**config.mk**
```make
export PLATFORM = sky130hd
export DESIGN_NAME = scm_ram
export DESIGN_NICKNAME = d
export VERILOG_FILES = /design/src/rtl/core/scm_ram.sv
export SDC_FILE = /design/constraint.sdc
export NUM_CORES = 2
export LEC_CHECK = 0
export BUFFER_PORTS_ARGS = -buffer_cell sky130_fd_sc_hd__buf_2
export CORE_ASPECT_RATIO = 0.8
export CORE_MARGIN = 2
export CORE_UTILIZATION = 53
export CTS_BUF_LIST = sky130_fd_sc_hd__clkbuf_4
export DETAILED_ROUTE_END_ITERATION = 10
export HOLD_SLACK_MARGIN = 0.06
export PLACE_DENSITY = 0.78
export SLEW_MARGIN = 40
export SYNTH_ARGS = -nofsm -noshare
export SYNTH_HDL_FRONTEND = slang
export SYNTH_SLANG_ARGS = --single-unit
```
**constraint.sdc**
```tcl
create_clock -name aclk -period 3.4 [get_ports aclk]
set_clock_uncertainty 0.2 [all_clocks]
set_input_delay 0 -clock aclk [delete_from_list [all_inputs] [get_ports aclk]]
set_output_delay 0 -clock aclk [all_outputs]
set_load 0.1 [all_outputs]
```
**src/rtl/core/scm_ram.sv**
```systemverilog
// Generic single-port-write, single-port-read RAM with registered read data.
module scm_ram #(
    parameter int WIDTH = 16,
    parameter int DEPTH = 128
) (
    input  logic                     aclk,
    input  logic                     we,
    input  logic [$clog2(DEPTH)-1:0] waddr,
    input  logic [WIDTH-1:0]         wdata,
    input  logic [$clog2(DEPTH)-1:0] raddr,
    output logic [WIDTH-1:0]         rdata
);

    logic [WIDTH-1:0] mem [DEPTH];

    // write port and registered read port
    always_ff @(posedge aclk) begin
        if (we) begin
            mem[waddr] <= wdata;
        end
        rdata <= mem[raddr];
    end

endmodule

```
Word level (Yosys, flattened, before mapping)
Memory sizes are Yosys's and may differ from the RTL's. A register that Yosys moved wholly into a read port is not among the register bits.
Index checks and enable logic that the tools add are counted.

word-level totals
  bits in registers = 0
  bits in writable memories = 2048
  bits of input ports = 32
  output and inout port bits = 16
  memories kept = 1

cells by class
  mux-type cells = 2

memory list
  memory  depth  bits a word  read ports  clocked after Yosys merged registers in  write ports  line  RTL
  mem     128    16           1           1                                        1            14    logic [WIDTH-1:0] mem [DEPTH];

operator list
  cell              count
  2-to-1 mux 1 bit  2

Longest topological paths before layout
  word-level depth = 2
  mapped depth = 7
  mapped depth without buffers = 4

Worst setup path after synthesis
OpenSTA, ideal clock, no wires.

  path kind = in2reg
  start = input raddr[0]
  end = register rdata[0] (read register of mem)
  setup time = 121 ps
  data arrival time = 2374 ps
  data required time = 3079 ps
  slack = 705 ps
  stages on the path = 6
  buffers on the path = 2
  path through = buf_2 buf_1 mux4_2 mux4_2 mux4_2 mux2_2

RTL lines
  element      line  RTL
  from (decl)  10    input logic [$clog2(DEPTH)-1:0] raddr,
  to (decl)    11    output logic [WIDTH-1:0] rdata

Worst setup path after layout
  start = input waddr[5]
  end = memory mem[28][13], enable pin

RTL lines
  element      line  RTL
  from (decl)  8     input logic [$clog2(DEPTH)-1:0] waddr,
  to (decl)    14

No word-level cell before the write port.

==> results.yml <==
final_layout:
  final_cell_area_mm2: 0.0903
  syn2layout_area_growth_pct: 15.0
  finish.net_count: 3844
  layout-drive-gt1-share_pct: 42.7
synthesis:
  yosysTopAreaCellShare_pct: 78.3
  synth_flop_cell: "edfxtp_1"
  yosys_register_bits: 2064
  synth_edf_count: 2048
  syn_nets: 3118
  synth_cell_types: 17
  yosys-top-cells-area: "edfxtp_1, mux4_2, nor2_1"
  yosys_warnings: 0
  synthesis.instances: 3086
  synth_area_leader_cell: "edfxtp_1"
  synth_commonest_cells: "edfxtp_1, mux4_2, nor2_1"
  synth_area_mm2: 0.0785
  yosysMostFrequentCell: "edfxtp_1"
  yosysSeqAreaShare_pct: 78.7
  syn_avg_cell_area_um2: 25.4
  async_flop_share_pct: 0
pwr:
  vdd_drop_max_v: 0.000404
  p_leak_uw: 0.0288
  power_density_mw_per_mm2: 553
timing:
  post-route-period-util_pct: 98.1
  max_freq_ghz: 0.300
  drv_slew: 0
  finalHoldViolCount: 0
  worst_hold_slack_ns: 0.149
  tns_ns: 0
  setup_viol: 0
  min_period_ns: 3.34
  rsz0062_at_grt: "no"
  maxSlewHeadroom_pct: 49.0
  tightest_slew_ns: 0.762
detailed_routing:
  wirelength_um: 193000
  antenna_left: 0
  vias_per_cell: 6.27
  drt_first_pass_iters: 6
  drc: 0
  vias: 38500
  drtIter0Drc: 6432
  post_drt_wl_per_cell_um: 31.5
setup_path:
  r2r_cells: 5
  crit_fanout: 10
  ff2ff_setup_slack_ns: 0.16
  reg2reg_to: "rdata[5]$_DFF_P_"
  required_ns: 4.24
  crit_arrival_ns: 4.18
  critical_path.reg2reg.startpoint: "mem[54][5]$_DFFE_PP_"
  crit_type: "primary input to flop"
  end_kind: "flop"
  startpoint_type: "primary input"
hold_path:
  whs_endpoint: "mem[55][8]$_DFFE_PP_"
  worstHoldStart: "waddr[3]"
  hold_path_class: "primary input to flop"
  hold_depth: 6
place:
  port_buffers: 47
  dpl.hpwl_um: 111000
  dpl_cell_area_mm2: 0.0833
  gp_congestion: 0.830
clock_tree:
  cts_buffers: 464
  clock_latency_ns: 1.37
  clockBufferDepth: 4
  cts.sinks: 2064
  root_buffer: "clkbuf_4"
  postCtsSetupBuffers: 0
  cts.reportedPaths.clkPinSlew_ns: 0.07
  htree_levels: 5
  cts_resized: 0
  cts_tree: "built"
global_route:
  grt_use_met2_pct: 38.2
  grtUsageMet1_pct: 38.1
  antenna_found_initial: 22
  gr-usage-met3_pct: 8.03
  grt_pass1_vias: 38700
  grt_overflow: 0
  grt_most_used_layer: "met2"
  grt_max_degree: 129
  grt_use_total_pct: 25.9
  grt_first_pass_wirelength_um: 276000
floorplan:
  ios: 48
  start_util_pct: 53.3
  die_w_um: 434
  core_area_mm2: 0.147
  core.rowCount: 126
  die_h_um: 348
  die-area_mm2: 0.151
outcome:
  status: "finished, final reports clean"
job:
  cap_viol_max_count: 0
## per-layer routing
metal,up-vias,part of all wire (%)
li1,15200,-
met1,20000,37
met2,2974,46
met3,317,15
met4,6,2.2
met5,-,0.021
## cells in the final DEF (no fill, tap or decap)
master,n
buf_6,11
mux4_2,672
clkinvlp_4,2
mux2_2,16
buf_12,39
buf_2,27
nor2_2,23
nor2b_1,6
nor2_4,1
clkbuf_4,695
dlygate4sd3_1,91
edfxtp_1,2048
clkinv_1,86
diode_2,7
nand2b_1,2
nand2_2,2
nand2_1,12
nand3_1,12
inv_2,4
nor2_1,98
nor2b_2,1
nand4_1,3
dfxtp_1,16
clkinv_2,7
buf_8,3
buf_4,238
nor3_2,9
buf_16,15
bufinv_16,2
or3_1,1
## worst max-delay path by stage
| stage | start | endpoint | depth (start not counted) |
|---|---|---|---|
| after floorplan | raddr[0] | rdata[0]$_DFF_P_ | 6 |
| after global placement | raddr[0] | rdata[8]$_DFF_P_ | 8 |
| after detailed placement | raddr[0] | rdata[8]$_DFF_P_ | 8 |
| after CTS | waddr[1] | mem[127][2]$_DFFE_PP_ | 10 |
| after global routing | waddr[5] | mem[28][13]$_DFFE_PP_ | 10 |
| final | waddr[5] | mem[28][13]$_DFFE_PP_ | 10 |
## through the flow
stage	std cells	total power [uW]	utilization, %	worst slack (ns)
2_1_floorplan	3086	30300	-	0.705
3_3_place_gp	5222	31600	56.5	0.233
5_1_grt	6133	51600	61.3	0.0864
4_1_cts	6127	50200	61.3	0.0213
3_5_place_dp	5222	31700	56.6	0.221
6_report	6133	50000	61.3	0.0643
## state kept, by name (all words and copies together) (netlist names)
name and flops:
mem 2048, rdata 16
## report_power, final
part           internal (uW)  switching, uW  leakage (uW)
clock                   9410           9280       0.00341
sequential             28100           80.0        0.0185
combinational           1250           1880       0.00683
## worst max-delay path: stages
cell	delay (ns)
dlygate4sd3_1	0.62
buf_2	0.19
dlygate4sd3_1	0.66
nor2_1	0.13
dlygate4sd3_1	0.79
nand3_1	0.13
dlygate4sd3_1	0.68
nor2_1	0.11
dlygate4sd3_1	0.63
buf_4	0.23
## kinds of logic after synthesis
logic type | after synthesis | synth area share (%)
buf+inv | 164 | 0.881
flops | 2064 | 78.7
mux | 688 | 19.5
simple gates | 170 | 0.888
## cell type report
type                       instances  area, um^2
sequential                      2064       61800
fill                            9701       56900
multi-input combinational        858       16100
clock buffer                     695        5220
timing repair buffer             424        4200
tap                             1984        2480
clock inverter                   101         448
antenna                            7        17.5
## repair_timing
| action | CTS | global route |
|---|---|---|
| hold buffers | 109 | 0 |
| endpoints found under the setup margin | 0 | 11 |
| endpoints found under the hold margin | 4112 | 0 |
No activity file was read; power rests on OpenSTA's default activity.
